==> src/rtl/core/isse_pkg.sv <==
// shared types and constants of the interval set subtract engine
// no dependencies
package isse_pkg;

  localparam int MAX_INTERVALS = 64;
  localparam int SITE_BITS     = 21;
  localparam int IDX_W         = $clog2(MAX_INTERVALS);
  localparam int CNT_W         = $clog2(MAX_INTERVALS + 1);
  localparam int SAMPLE_W      = 16;
  localparam int QUERY_W       = 20;
  localparam int CFG_IDX_W     = 2;

  localparam logic [SITE_BITS-1:0] RESET_SITES  = SITE_BITS'(1048576);
  localparam logic [SAMPLE_W-1:0]  RESET_SAMPLE = SAMPLE_W'(2);

  localparam logic [CFG_IDX_W-1:0] REG_SITE_COUNT  = CFG_IDX_W'(0);
  localparam logic [CFG_IDX_W-1:0] REG_SAMPLE_SIZE = CFG_IDX_W'(1);

  localparam logic [1:0] FUNC_INIT     = 2'd0;
  localparam logic [1:0] FUNC_REMOVE   = 2'd1;
  localparam logic [1:0] FUNC_ANCESTRY = 2'd2;
  localparam logic [1:0] FUNC_QUERY    = 2'd3;

  typedef enum logic [3:0] {
    OP_NONE,
    OP_LOAD,
    OP_INIT,
    OP_READ,
    OP_SUB,
    OP_SPLIT,
    OP_SUB_END,
    OP_MRG_FIRST,
    OP_MRG,
    OP_MRG_END,
    OP_QUERY,
    OP_DONE
  } dp_op_e;

  typedef struct packed {
    dp_op_e           op;
    logic [IDX_W-1:0] idx;
  } dp_cmd_t;

  typedef struct packed {
    logic [1:0]       func;
    logic             sub_go;
    logic [CNT_W-1:0] count;
    logic             split;
  } dp_status_t;

endpackage

==> src/rtl/core/isse_ctrl.sv <==
// controller state machine: sequences the table scans of one request
// depends on isse_pkg
module isse_ctrl import isse_pkg::*; (
  input  logic       clk_i,
  input  logic       rst_ni,
  input  logic       start_i,
  output logic       busy_o,
  input  dp_status_t status_i,
  output dp_cmd_t    cmd_o
);

  typedef enum logic [3:0] {
    S_IDLE, S_DISPATCH, S_SUB_RD, S_SUB_EV, S_SUB_SPL, S_SUB_END,
    S_MRG_RD0, S_MRG_EV0, S_MRG_RD, S_MRG_EV, S_MRG_END,
    S_Q_RD, S_Q_EV, S_DONE
  } state_e;

  state_e           state_q;
  logic [CNT_W-1:0] i_q;
  logic             last;

  assign last = (i_q + CNT_W'(1)) == status_i.count;
  assign busy_o = state_q != S_IDLE;

  always_comb begin
    cmd_o.idx = i_q[IDX_W-1:0];
    unique case (state_q)
      S_IDLE:     cmd_o.op = start_i ? OP_LOAD : OP_NONE;
      S_DISPATCH: cmd_o.op = (status_i.func == FUNC_INIT) ? OP_INIT : OP_NONE;
      S_SUB_RD, S_MRG_RD0, S_MRG_RD, S_Q_RD: cmd_o.op = OP_READ;
      S_SUB_EV:   cmd_o.op = OP_SUB;
      S_SUB_SPL:  cmd_o.op = OP_SPLIT;
      S_SUB_END:  cmd_o.op = OP_SUB_END;
      S_MRG_EV0:  cmd_o.op = OP_MRG_FIRST;
      S_MRG_EV:   cmd_o.op = OP_MRG;
      S_MRG_END:  cmd_o.op = OP_MRG_END;
      S_Q_EV:     cmd_o.op = OP_QUERY;
      S_DONE:     cmd_o.op = OP_DONE;
      default:    cmd_o.op = OP_NONE;
    endcase
  end

  // state and scan index
  always_ff @(posedge clk_i or negedge rst_ni) begin
    if (!rst_ni) begin
      state_q <= S_IDLE;
      i_q     <= '0;
    end else begin
      unique case (state_q)
        S_IDLE: begin
          if (start_i) state_q <= S_DISPATCH;
        end
        S_DISPATCH: begin
          i_q <= '0;
          // init always leaves one interval to scan
          priority if (status_i.func == FUNC_INIT)
            state_q <= S_Q_RD;
          else if (status_i.func == FUNC_QUERY)
            state_q <= (status_i.count == '0) ? S_DONE : S_Q_RD;
          else if (status_i.sub_go)
            state_q <= (status_i.count == '0) ? S_SUB_END : S_SUB_RD;
          else if (status_i.func == FUNC_ANCESTRY)
            state_q <= (status_i.count == '0) ? S_DONE : S_MRG_RD0;
          else
            state_q <= (status_i.count == '0) ? S_DONE : S_Q_RD;
        end
        S_SUB_RD: state_q <= S_SUB_EV;
        S_SUB_EV: begin
          priority if (status_i.split) state_q <= S_SUB_SPL;
          else if (last) state_q <= S_SUB_END;
          else begin
            i_q     <= i_q + CNT_W'(1);
            state_q <= S_SUB_RD;
          end
        end
        S_SUB_SPL: begin
          if (last) state_q <= S_SUB_END;
          else begin
            i_q     <= i_q + CNT_W'(1);
            state_q <= S_SUB_RD;
          end
        end
        S_SUB_END: begin
          // count is updated here, the next pass checks it in the cycle after
          i_q     <= '0;
          state_q <= (status_i.func == FUNC_ANCESTRY) ? S_MRG_RD0 : S_Q_RD;
        end
        S_MRG_RD0: begin
          if (status_i.count == '0) state_q <= S_DONE;
          else state_q <= S_MRG_EV0;
        end
        S_MRG_EV0: begin
          if (last) state_q <= S_MRG_END;
          else begin
            i_q     <= i_q + CNT_W'(1);
            state_q <= S_MRG_RD;
          end
        end
        S_MRG_RD: state_q <= S_MRG_EV;
        S_MRG_EV: begin
          if (last) state_q <= S_MRG_END;
          else begin
            i_q     <= i_q + CNT_W'(1);
            state_q <= S_MRG_RD;
          end
        end
        S_MRG_END: begin
          i_q     <= '0;
          state_q <= S_Q_RD;
        end
        S_Q_RD: begin
          if (status_i.count == '0) state_q <= S_DONE;
          else state_q <= S_Q_EV;
        end
        S_Q_EV: begin
          if (last) state_q <= S_DONE;
          else begin
            i_q     <= i_q + CNT_W'(1);
            state_q <= S_Q_RD;
          end
        end
        S_DONE: state_q <= S_IDLE;
        default: state_q <= S_IDLE;
      endcase
    end
  end

endmodule

==> config.mk <==
export PLATFORM = sky130hd
export DESIGN_NAME = isse_ctrl
export DESIGN_NICKNAME = d
export VERILOG_FILES = /design/src/rtl/core/isse_pkg.sv /design/src/rtl/core/isse_ctrl.sv
export SDC_FILE = /design/constraint.sdc
export NUM_CORES = 1
export LEC_CHECK = 0
export BUFFER_PORTS_ARGS = -buffer_cell sky130_fd_sc_hd__buf_2
export CORE_UTILIZATION = 49
export DETAILED_ROUTE_END_ITERATION = 8
export PLACE_DENSITY_LB_ADDON = 0.08
export SYNTH_ARGS = -nofsm -noshare
export SYNTH_HDL_FRONTEND = slang
export SYNTH_SLANG_ARGS = --single-unit
==> constraint.sdc <==
create_clock -name clk_i -period 2.28 [get_ports clk_i]
set_clock_uncertainty 0.15 [all_clocks]
set_input_delay 0.456 -clock clk_i [delete_from_list [all_inputs] [get_ports clk_i]]
set_output_delay 0.456 -clock clk_i [all_outputs]
set_load 0.02 [all_outputs]
Word level (Yosys, flattened, before mapping)
Index checks and enable logic that the tools add are counted.
{ "totals": {"regBits": 11, "inputBits": 14, "output_inout_bits": 11, "wordCells": 53} }
{ "classes": {"add_sub_neg": 1, "eq_ne": 18, "mux": 22, "reduce_logical": 10} }
{ "ops": {"columns": ["operator", "count"], "rows": [
  ["case mux 4 bit (12 select lines)", 1],
  ["case mux 4 bit (11 select lines)", 1],
  ["2-to-1 mux 4 bit", 8],
  ["equality test 4 bit (second input constant)", 6],
  ["case mux 7 bit (3 select lines)", 1],
  ["equality test 4 x 3 -> 1 bit (second input constant)", 4],
  ["2-to-1 mux 3 bit", 5],
  ["2-to-1 mux 7 bit", 2],
  ["equality test 4 x 2 -> 1 bit (second input constant)", 2],
  ["OR reduction 4 bit", 2],
  ["adder 7 x 1 -> 7 bit (second input constant)", 1],
  ["equality test 7 bit", 1],
  ["logical NOT 7 bit", 1],
  ["equality test 2 bit (second input constant)", 2],
  ["equality test 4 x 1 -> 1 bit (second input constant)", 1],
  ["logical NOT 4 bit", 1],
  ["2-to-1 mux 2 bit", 2],
  ["inequality test 2 bit (second input constant)", 2],
  ["nonzero test 4 bit", 1],
  ["nonzero test 3 bit", 1],
  ["OR reduction 3 bit", 1],
  ["logical NOT 2 bit", 1],
  ["2-to-1 mux 1 bit", 2],
  ["AND reduction 2 bit", 1],
  ["OR reduction 2 bit", 1]
]} }

Longest topological paths before layout
Gate-level depths: netlist of run 1.
{ "depth": {"depth_word": 7, "depth_mapped": 8} }

Worst setup path after synthesis of run 1
Ideal clock, no wire load.
{ "synth_timing": {"path_type": "register to register", "from": "reg i_q[0]", "to": "reg state_q[0]", "setup_time_ns": 0.077, "arrival_time_ns": 1.930, "setup_slack_ns": 0.122, "path_stages_with_launch": 9, "path_cell_list": "dfrtp_1 -> ha_1 -> and3_1 -> nand4b_1 -> a32oi_1 -> o2111a_2 -> nand2_2 -> or3_1 -> a21oi_1"} }
{ "synth_between": {"elab_chain_cells": 5} }
{ "synth_lines": {"columns": ["item", "line_no", "source"], "rows": [
  ["start: declaration", "isse_ctrl.sv:19", "logic [CNT_W-1:0] i_q;"],
  ["start signal: assignment", "isse_ctrl.sv:72", "i_q <= i_q + CNT_W'(1);"],
  ["start signal: assignment", "isse_ctrl.sv:79", "i_q <= i_q + CNT_W'(1);"],
  ["start signal: assignment", "isse_ctrl.sv:95", "i_q <= i_q + CNT_W'(1);"],
  ["adder 7 x 1 -> 7 bit *", "isse_ctrl.sv:22", "assign last = (i_q + CNT_W'(1)) == status_i.count;"],
  ["equality test 7 bit *", "isse_ctrl.sv:22", null],
  ["2-to-1 mux 3 bit *", "isse_ctrl.sv:70, isse_ctrl.sv:77", null],
  ["2-to-1 mux 3 bit", "isse_ctrl.sv:69", "priority if (status_i.split) state_q <= S_SUB_SPL;"],
  ["case mux 4 bit (12 select lines) *", "isse_ctrl.sv:49", "unique case (state_q)"],
  ["end signal: assignment", "isse_ctrl.sv:59", "state_q <= (status_i.count == '0) ? S_DONE : S_Q_RD;"],
  ["end signal: assignment", "isse_ctrl.sv:61", "state_q <= (status_i.count == '0) ? S_SUB_END : S_SUB_RD;"],
  ["end signal: assignment", "isse_ctrl.sv:86", "state_q <= (status_i.func == FUNC_ANCESTRY) ? S_MRG_RD0 : S_Q_RD;"],
  ["end: declaration", "isse_ctrl.sv:18", "state_e state_q;"]
]} }
Mark *: on every way between the ends. The rest lies on a longest branch, timed or not.
A chain may end at the register's enable or synchronous reset.

Worst setup path after layout of run 1
{ "layout_timing": {"from": "reg i_q[0]", "to": "reg i_q[5]"} }
{ "layout_between": {"elab_chain_cells": 5} }
{ "layout_lines": {"columns": ["item", "line_no"], "rows": [
  ["adder 7 x 1 -> 7 bit *", null],
  ["equality test 7 bit", "isse_ctrl.sv:22"],
  ["2-to-1 mux 7 bit *", null],
  ["2-to-1 mux 7 bit", "isse_ctrl.sv:69"],
  ["case mux 7 bit (3 select lines) *", "isse_ctrl.sv:49"]
]} }
Mark *: on every way between the ends. The rest lies on a longest branch, timed or not. The select of a mux whose other input is x is not followed.

==> summary.md, run 1 <==
| Metric | Value |
|---|---|
| Worst-margin pin slew | 0.355 ns |
| CTS clk-pin slew, worst paths | 0.07 ns |
| M1 WL | 1.33 mm |
| Sequential fraction of the synthesis area | 0.226 |
| Placer congestion estimate | 0.800 |
| ANT nets after route | 0 |
| Synth warn | 0 |
| Total CTS buffers | 3 |
| PortBufs | 24 |
| Global-route usage over all layers | 0.254 |
| CTS max path bufs | 2 |
| Mean post-synth cell area | 7.30 µm² |
| TritonRoute pass-1 iters | 4 |
| Crit Path Max Fanout | 4 |
| Cells after Synth | 167 |
| Critical path launch point type | flop |
| Vias in the first global route | 1,150 |
| LEAKAGE | 0.623 nW |
| Fmax | 457 MHz |
| Post-detail-place hpwl | 2.41 mm |
| Crit share post-route | 0.960 |
| Worst hold path type | reg2reg |
| Final-report hold violation count | 0 |
| DRC viols | 0 |
| Die width | 51.9 µm |
| Drt first-iter violations | 37 |
| Top layer in use | met4 |
| Setup violators final | 0 |
| EDFF count, synth | 0 |
| Minimum hold slack | 0.356 ns |
| CTS root buffer | clkbuf_4 |
| # nets final | 211 |
| CTS Sinks | 11 |
| Relative slew margins | 0.763 |
| Routed len/inst | 14.4 µm |
| WS Path Type | reg2reg |
| Dominant cells by area after synthesis | dfrtp_1, nand2_1, a21oi_1 |
| Final worst setup slack | 0.0908 ns |
| Latest clock arrival within the worst-skew pair | 0.27 ns |
| GR Overflow Total | 0 |
| Setup TNS | 0 ns |
| Max Cap Violations | 0 |
| CP Data Required Time | 2.29 ns |
| First-pass GRT wire length | 5.00 mm |
| Main flop type after synthesis | dfrtp_1 |
| I/O pin cnt | 25 |
| Row cnt | 17 |
| Fin crit period | 2.19 ns |
| Most common cell in the netlist | nand2_1 |
| Outcome | complete, no violations |
| CTS tree | done |
| Initial antenna violation count | 0 |
| Area of the mapped netlist | 1220 µm² |
| Post-Place Worst Slack | 0.0502 ns |
| Routed wire length | 3.22 mm |
| Area growth, synth to finish | 19.0% |
| Largest area contributor in the netlist | dfrtp_1 |
| Largest net degree at the start of global routing | 17 |
| Total die area | 2690 µm² |
| Pwr dens | 1190 nW/µm² |
| Share of layout cells above drive strength 1 | 0.277 |
| Max-slew violations | 0 |
| Flops & latches, synth | 11 |
| Synthesized net count | 182 |
| Initial Util | 0.536 |
| Core Region | 2280 µm² |
| Diode count | 0 |
| Kind of end point of the critical path | flop |
| Yosys top cell area share | 0.226 |
| Metal2 WL | 1.62 mm |
| Synth cell types | 46 |
| Peak supply drop | 0.808 mV |
| H-tree depth | 1 |
| Met3 wire len | 150 µm |
| Pwr Total | 0.00173 W |
| Vias | 1,338 |
| Arr. time, crit path | 2.20 ns |
| Vias per std cell | 6.00 |
| Ys async rst share | 1.00 |
| DIE HEIGHT | 51.9 µm |
| Commonest cells in the synthesized netlist | nand2_1, nor2_1, a21oi_1 |
[critical path, stage by stage, from the launching register on]
cell	delay (ns)
dfrtp_1	0.41
ha_4	0.17
and3_1	0.19
nand3_1	0.11
xor2_1	0.17
o2111a_2	0.29
buf_4	0.15
a21boi_2	0.23
a21o_1	0.15
a21boi_1	0.06
[power by group]
part / internal [W] / switching (W) / leakage [nW]
Clock: 0.0000679 / 0.0000676 / 0.0150
Sequential: 0.000263 / 0.000151 / 0.139
Combinational: 0.000522 / 0.000660 / 0.469
Total: 0.000854 / 0.000879 / 0.623
[what timing repair did]
item                                    4_1_cts  5_1_grt
resized for setup                             1        6
cloned                                        0        1
hold buffers                                  1        0
endpoints found under the hold margin        11        0
endpoints found under the setup margin        1        9
pin swaps                                     0        3
buffers inserted                              0        5
[state kept, by name, indices dropped and copies added, names as in the netlist]
register,flops
state_q,4
i_q,7
[final timing paths]
check	start	end	slack, ns	depth (start not counted)
min in group asynchronous	rst_ni	state_q[0]$_DFFE_PN0P_	0.42	2
max in group asynchronous	rst_ni	state_q[3]$_DFFE_PN0P_	1.34	2
min	i_q[6]$_DFFE_PN0P_	i_q[6]$_DFFE_PN0P_	0.36	1
min reg2reg	i_q[6]$_DFFE_PN0P_	i_q[6]$_DFFE_PN0P_	0.36	1
max reg2reg	i_q[0]$_DFFE_PN0P_	i_q[5]$_DFFE_PN0P_	0.09	9
max	i_q[0]$_DFFE_PN0P_	i_q[5]$_DFFE_PN0P_	0.09	9
[per-stage QoR]
stage | std cells | util | area [µm²]
2_1_floorplan | 167 | - | 1220
6_report | 223 | 0.638 | 1450
3_5_place_dp | 212 | 0.590 | 1340
4_1_cts | 217 | 0.607 | 1380
3_3_place_gp | 212 | 0.590 | 1340
5_1_grt | 223 | 0.638 | 1450
[cell usage in the layout, fill, tap and decap left out, types with 2 or more instances in the layout]
cell type / Yosys / layout
a21oi_1: 14 / 14
a31oi_1: 3 / 3
and3_1: 2 / 2
buf_2: 1 / 24
buf_4: 8 / 14
clkbuf_4: 0 / 3
dfrtp_1: 11 / 7
dfrtp_2: 0 / 4
inv_1: 2 / 2
mux2i_1: 6 / 6
nand2_1: 19 / 19
nand2b_1: 11 / 11
nand3_1: 6 / 5
nand3b_1: 2 / 2
nor2_1: 18 / 18
nor3_1: 7 / 7
nor4_1: 3 / 3
o211ai_1: 2 / 2
o21ai_0: 10 / 10
o21ai_1: 2 / 2
o31ai_1: 2 / 2
or3_1: 2 / 2
xnor2_1: 2 / 2
xor2_1: 5 / 5
[cell families after synthesis]
kind of cell | after synthesis | synth area share
multiplexers | 6 | 0.0492
XOR/XNOR | 7 | 0.0503
adder cells (fa/ha/maj) | 1 | 0.0103
AO/OA/AOI/OAI | 47 | 0.266
AND/OR/NAND/NOR | 76 | 0.309
flip-flops | 11 | 0.226
buffers and inverters | 19 | 0.0903
[metal layers]
metal / global-route usage / up-vias
li1: - / 653
met1: 0.293 / 627
met2: 0.429 / 45
met3: 0.0585 / 13
met4: 0.135 / 0
met5: 0 / -
[area by class of cell]
class | count | area (µm²)
Multi-Input combinational cell | 138 | 863
Tap cell | 28 | 35.0
Clock buffer | 4 | 26.3
Fill cell | 203 | 825
Timing Repair Buffer | 39 | 235
Sequential cell | 11 | 280
Inverter | 3 | 11.3
Power figures use the tool's default switching activity.
==> run 2, diff against run 1 <==
--- a/config.mk
+++ b/config.mk
@@ -10,4 +10,5 @@
 export DETAILED_ROUTE_END_ITERATION = 8
 export PLACE_DENSITY_LB_ADDON = 0.08
+export SLEW_MARGIN = 20
 export SYNTH_ARGS = -nofsm -noshare
 export SYNTH_HDL_FRONTEND = slang
==> constraint.sdc (replaced) <==
create_clock -name clk_i -period 2.28 [get_ports clk_i]
set_clock_uncertainty 0.15 [all_clocks]
set_input_delay 0 -clock clk_i [delete_from_list [all_inputs] [get_ports clk_i]]
set_output_delay 0 -clock clk_i [all_outputs]
set_load 0.02 [all_outputs]
==> run 2 against run 1 <==
  * Clock power about the same
  * Setup slack improved by 0.047 ns
  * Final area decreased by 0.52%
==> summary.md, run 2 (synthesized netlist as in run 1, its figures left out) <==
| Metric | Value |
|---|---|
| Crit-path cells | ha_4 > buf_4 > a31o_1 > a32oi_1 > o2111a_2 > nand2_2 > or3_1 > a21oi_1 |
| CTS Sinks | 11 (unchanged) |
| Peak supply drop | 1.01 mV (+25%) |
| Routed wire length | 3.11 mm (-3.3%) |
| Critical path launch point type | flop |
| First-pass GRT wire length | 5.17 mm (+3.5%) |
| Latest clock arrival within the worst-skew pair | 0.27 ns (about the same) |
| Core Region | 2280 µm² (unchanged) |
| HP Start | status_i[8] |
| Total die area | 2690 µm² (unchanged) |
| Row cnt | 17 (unchanged) |
| Commonest non-fill, non-tap cell in the layout | buf_2 |
| Post-detail-place hpwl | 2.36 mm (-1.9%) |
| H-tree depth | 1 (unchanged) |
| Drt first-iter violations | 49 (+32%) |
| Crit share post-route | 0.939 (-0.0208) |
| Die width | 51.9 µm (unchanged) |
| Relative slew margins | 0.656 (-0.107) |
| Outcome | complete, no violations |
| Total CTS buffers | 3 (unchanged) |
| GR Overflow Total | 0 (unchanged) |
| CTS root buffer | clkbuf_4 |
| Biggest regs | i_q (7), state_q (4) |
| Kind of end point of the critical path | flop |
| Worst setup startpoint | i_q[1]$_DFFE_PN0P_ |
| Worst hold path type | in2reg |
| Setup violators final | 0 (unchanged) |
| I/O pin cnt | 25 (unchanged) |
| DRC viols | 0 (unchanged) |
| Worst-margin pin slew | 0.514 ns (+0.159 ns) |
| Buf/Inv on CP | 1 (unchanged) |
| Global-route usage over all layers | 0.255 (+0.00123) |
| Pwr dens | 1150 nW/µm² (-3.5%) |
| CP max stage cell | dfrtp_2 |
| Setup TNS | 0 ns (unchanged) |
| Diode count | 0 (unchanged) |
| Max Cap Violations | 0 (unchanged) |
| Reg with most FFs | i_q |
| Initial Util | 0.536 (unchanged) |
| CTS tree | done |
| Routed len/inst | 14.1 µm (-1.9%) |
| CP Data Required Time | 2.34 ns (+0.05 ns) |
| PortBufs | 24 (unchanged) |
| # nets final | 208 (-1.4%) |
| CTS max path bufs | 2 (unchanged) |
| Delay-heaviest family, CP | compound AO/OA/AOI/OAI gates |
| Fin crit period | 2.14 ns (-0.0473 ns) |
| WS Path Type | reg2reg |
| R2R cell count | 8 (-1) |
| Crit Path Max Fanout | 4 (unchanged) |
| Vias per std cell | 5.87 (-2.2%) |
| Largest net degree at the start of global routing | 21 (+4) |
| Post-Place Worst Slack | 0.0826 ns (+0.0323 ns) |
| CTS clk-pin slew, worst paths | 0.08 ns (about the same) |
| Fmax | 467 MHz (+2.2%) |
| Crit path depth | 8 (-1) |
| Max-slew violations | 0 (unchanged) |
| DIE HEIGHT | 51.9 µm (unchanged) |
| Hold depth | 4 (+3) |
| LEAKAGE | 0.608 nW (-2.4%) |
| Vias | 1,291 (-3.5%) |
| ANT nets after route | 0 (unchanged) |
| Max reg flops | 7 (unchanged) |
| Initial antenna violation count | 0 (unchanged) |
| Area growth, synth to finish | 18.4% |
| TritonRoute pass-1 iters | 5 (+1) |
| Worst r2r src | i_q[1]$_DFFE_PN0P_ |
| Final worst setup slack | 0.138 ns (+0.0473 ns) |
| Worst path max stage delay | 0.44 ns (+0.03 ns) |
| Setup Buffers After CTS | 0 (unchanged) |
| Vias in the first global route | 1,141 (-0.78%) |
| Share of layout cells above drive strength 1 | 0.260 (-0.0165) |
| RSZ-0062 raised after global routing | no |
| Final-report hold violation count | 0 (unchanged) |
| Placer congestion estimate | 0.852 (+6.5%) |
| Arr. time, crit path | 2.20 ns (about the same) |
| Commonest non-fill, non-tap cells in the layout | buf_2, nand2_1, nor2_1 |
-- run 2: path summary, 6_finish.rpt --
path / end / slack (ns)
min in group asynchronous: state_q[0]$_DFFE_PN0P_ / 0.60
setup / recovery: state_q[0]$_DFFE_PN0P_ / 0.14
setup reg to reg: state_q[0]$_DFFE_PN0P_ / 0.14
max in group asynchronous: i_q[1]$_DFFE_PN0P_ / 0.99
hold / removal: state_q[2]$_DFFE_PN0P_ / 0.02
hold reg to reg: i_q[6]$_DFFE_PN0P_ / 0.37
-- run 2: timing repair --
item / in CTS / in global routing
gates resized for setup: 0 / 9
hold buffers: 4 / 0
endpoints found under the hold margin: 12 / 0
setup endpoints to repair: 0 / 6
-- run 2: final cells by class --
class / count / area (µm²)
Multi-Input combinational cell: 137 / 865
Clock buffer: 4 / 26.3
Sequential cell: 11 / 279
Fill cell: 209 / 832
Tap cell: 28 / 35.0
Timing Repair Buffer: 37 / 228
Inverter: 3 / 11.3
-- run 2: worst min-delay path, stage by stage --
cell	delay (ns)
buf_2	0.10
o21ai_0	0.07
a21oi_1	0.12
o21ai_1	0.09
-- run 2: stage by stage --
stage | util | power, W | hold WS, ns | std cells | cell area, µm²
global route | 0.634 | 0.00180 | 0.0473 | 220 | 1440
CTS | 0.620 | 0.00163 | 0.0193 | 220 | 1410
detailed placement | 0.590 | 0.00148 | -0.263 | 212 | 1340
global placement | 0.590 | 0.00147 | -0.269 | 212 | 1340
floorplan | - | 0.00118 | -0.446 | 167 | 1220
finish | 0.634 | 0.00166 | 0.0167 | 220 | 1440
-- run 2: routing by layer --
metal	global-route usage	vias to the layer above	part of all wire
li1	-	645	-
met1	0.327	594	0.44
met2	0.438	50	0.50
met3	0.0556	2	0.052
met4	0.0450	0	0.0042
met5	0	-	0
-- run 2: report_power, final --
part	total, W	internal [W]	switching (W)	leakage, nW
combinational	0.00119	0.000473	0.000713	0.454
sequential	0.000340	0.000260	0.0000804	0.139
clock	0.000137	0.0000677	0.0000692	0.0150
==> run 3, diff against run 2 <==
- ABC_AREA: default -> 1
- CORE_UTILIZATION: 49 -> 50
- clock period: 2.28 -> 1.8 ns (I/O delays scaled with it)
==> run 3 against run 2 <==
  * The run now ends with setup timing left
  * Area after synthesis increased by 6.4%
  * First-iteration DRC count increased by 33%
  * Routed wire length increased by 33%
  * Largest cell class unchanged
==> summary.md, run 3 <==
| Metric | Value |
|---|---|
| Minimum hold slack | 0.0427 ns (+0.0260 ns) |
| Synth warn | 0 (unchanged) |
| Final worst setup slack | -0.0924 ns (-0.230 ns) |
| Max reg flops | 7 (unchanged) |
| Vias per std cell | 5.57 (-5.0%) |
| Dominant cells by area after synthesis | dfrtp_1, nand2_1, inv_1 |
| Max-slew violations | 0 (unchanged) |
| CTS root buffer | clkbuf_4 |
| Total CTS buffers | 3 (unchanged) |
| Routed len/inst | 14.1 µm (-0.44%) |
| Fillers | 185 (-11%) |
| First-pass GRT wire length | 6.16 mm (+19%) |
| CP Data Required Time | 1.81 ns (-0.53 ns) |
| Outcome | finished, violations left |
| WS Path Type | reg2reg |
| Synthesized net count | 228 (+25%) |
| TritonRoute pass-1 iters | 4 (-1) |
| Kind of end point of the critical path | flop |
| Largest area contributor in the netlist | dfrtp_1 |
| Share of layout cells above drive strength 1 | 0.462 (+0.202) |
| Pwr Total | 0.00283 W (+70%) |
| Vias in the first global route | 1,468 (+29%) |
| LEAKAGE | 0.970 nW (+60%) |
| Arr. time, crit path | 1.90 ns (-0.30 ns) |
| Flops & latches, synth | 11 (unchanged) |
| Failing checks | setup timing |
| CTS max path bufs | 2 (unchanged) |
| Sequential fraction of the synthesis area | 0.212 (-0.0135) |
| Fin crit period | 1.89 ns (-0.250 ns) |
| Worst hold path type | in2reg |
| Latest clock arrival within the worst-skew pair | 0.28 ns (about the same) |
| Crit-path cells | buf_4 > nand3_2 > o21bai_1 > nand3_2 > nand3_4 > nor2_4 > nand3_4 > nand3_4 > nand2_1 > nand2_1 |
| Initial antenna violation count | 0 (unchanged) |
| Mean post-synth cell area | 6.09 µm² (-17%) |
| Crit Path Max Fanout | 8 (+4) |
| R2R cell count | 10 (+2) |
| Final-report hold violation count | 0 (unchanged) |
| Yosys top cell area share | 0.212 (-0.0135) |
| Largest net degree at the start of global routing | 12 (-43%) |
| Main flop type after synthesis | dfrtp_1 |
| Critical path launch point type | flop |
| Placer congestion estimate | 0.923 (+8.3%) |
| Hold depth | 4 (unchanged) |
| GR Overflow Total | 0 (unchanged) |
| DIE HEIGHT | 52.9 µm (+2.0%) |
| Diode count | 0 (unchanged) |
| I/O pin cnt | 25 (unchanged) |
| Worst-margin pin slew | 0.505 ns (-0.00953 ns) |
| Post-detail-place hpwl | 2.80 mm (+19%) |
| H-tree depth | 1 (unchanged) |
| ANT nets after route | 0 (unchanged) |
| DRC viols | 0 (unchanged) |
| CTS clk-pin slew, worst paths | 0.08 ns (about the same) |
| Fmax | 528 MHz (+13%) |
| Area growth, synth to finish | 42.9% |
| Die width | 52.9 µm (+2.0%) |
| Area of the mapped netlist | 1300 µm² (+6.4%) |
| RSZ-0062 raised after global routing | yes |
| CTS Sinks | 11 (unchanged) |
| Worst setup startpoint | i_q[1]$_DFFE_PN0P_ |
| Reg with most FFs | i_q |
| Commonest cells in the synthesized netlist | nand2_1, inv_1, nor2_1 |
| Commonest non-fill, non-tap cells in the layout | nand2_1, inv_1, buf_4 |
| Peak supply drop | 1.61 mV (+60%) |
| PortBufs | 24 (unchanged) |
| CTS tree | done |
| Synth cell types | 25 (-46%) |
| Cells after Synth | 213 (+28%) |
| Max Cap Violations | 0 (unchanged) |
| Routed wire length | 4.14 mm (+33%) |
| Pwr dens | 1530 nW/µm² (+32%) |
| Most common cell in the netlist | nand2_1 |
| Post-Place Worst Slack | -0.0257 ns (-0.108 ns) |
| Drt first-iter violations | 65 (+33%) |
| Reg-to-Reg End | i_q[1]$_DFFE_PN0P_ |
| Vias | 1,639 (+27%) |
| Global-route usage over all layers | 0.304 (+0.0488) |
| Total die area | 2800 µm² (+4.1%) |
| CP max stage cell | dfrtp_1 |
| Initial Util | 0.529 (-0.00747) |
| Biggest regs | i_q (7), state_q (4) |
| EDFF count, synth | 0 (unchanged) |
| # nets final | 280 (+35%) |
| Commonest non-fill, non-tap cell in the layout | nand2_1 |
| Core Region | 2450 µm² (+7.9%) |
| Crit share post-route | 1.05 (+0.112) |
| CP dominant cell by count | nand3_4 |
| Ys async rst share | 1.00 (unchanged) |
| Worst Setup EP | i_q[1]$_DFFE_PN0P_ |
| Row cnt | 18 (+1) |
| R2R setup slack | -0.09 ns (-0.23 ns) |
| Setup violators final | 10 (+10) |
| Relative slew margins | 0.662 (+0.00638) |
| Worst r2r src | i_q[1]$_DFFE_PN0P_ |
| Worst path max stage delay | 0.40 ns (-0.04 ns) |
==> run 3: changes by cell type after synthesis, moves of 5 or more <==
cell,change
a21oi_1,-8
clkbuf_1,-6
inv_1,+32
mux2i_1,-6
nand2_1,+28
nand2_2,+12
nand2b_1,-11
nand3_1,+14
nand4_1,+10
nor2_1,+14
o21ai_0,-5
xor2_1,-5
==> run 3: power by group <==
group | switching, W | internal (W) | leakage [nW] | total (W)
logic | 0.00129 | 0.000886 | 0.818 | 0.00218
registers | 0.000138 | 0.000338 | 0.137 | 0.000475
clock network | 0.0000885 | 0.0000859 | 0.0150 | 0.000174
total | 0.00152 | 0.00131 | 0.970 | 0.00283
==> run 3: critical path: cells and delay by family (launching register included) <==
kind | cells | cell delay [ns]
AOI/OAI and AO/OA | 1 | 0.24
and+or+nand+nor | 8 | 0.83
DFF | 1 | 0.40
buffers and inverters | 1 | 0.17
==> run 3: metal layers <==
| metal | vias to the layer above | part of all wire | GRT usage |
|---|---|---|---|
| li1 | 789 | - | - |
| met1 | 752 | 0.39 | 0.328 |
| met2 | 75 | 0.52 | 0.536 |
| met3 | 23 | 0.046 | 0.0460 |
| met4 | 0 | 0.050 | 0.211 |
| met5 | - | 0 | 0 |
==> run 3: cells by family after synthesis <==
group	count (synthesis)	synth area share
AOI/OAI and AO/OA	21	0.100
adders and majority gates	1	0.00964
buffers and inverters	43	0.142
DFF	11	0.212
and+or+nand+nor	137	0.536
==> run 3: cell type report <==
class | count | area, µm² | area share
Multi-Input combinational cell | 159 | 1010 | 0.547
Timing Repair Buffer | 53 | 357 | 0.192
Sequential cell | 11 | 282 | 0.152
Inverter | 37 | 139 | 0.0749
Tap cell | 30 | 37.5 | 0.0202
Clock buffer | 4 | 26.3 | 0.0142
==> run 3: worst min path at each step <==
stage                       from                endpoint
finish               status_i[0]      i_q[2]$_DFFE_PN0P_
global placement          rst_ni  state_q[3]$_DFFE_PN0P_
global route         status_i[0]      i_q[1]$_DFFE_PN0P_
floorplan                 rst_ni      i_q[0]$_DFFE_PN0P_
detailed placement        rst_ni  state_q[0]$_DFFE_PN0P_
CTS                 status_i[10]  state_q[2]$_DFFE_PN0P_
==> run 3: through the flow <==
stage	setup TNS [ns]	utilization	std cells	cell area [µm²]
2_1_floorplan	0	-	213	1300
3_3_place_gp	-0.268	0.626	278	1540
3_5_place_dp	-0.134	0.626	278	1540
4_1_cts	-0.0229	0.710	292	1740
5_1_grt	-1.63	0.755	294	1850
6_report	-0.540	0.755	294	1850
==> run 3: what timing repair did <==
item | in CTS | in global routing
pin swaps | 13 | 6
setup buffers | 5 | 2
hold buffers | 5 | 0
hold endpoints to repair | 14 | 0
gates resized for setup | 26 | 34
setup endpoints to repair | 10 | 14
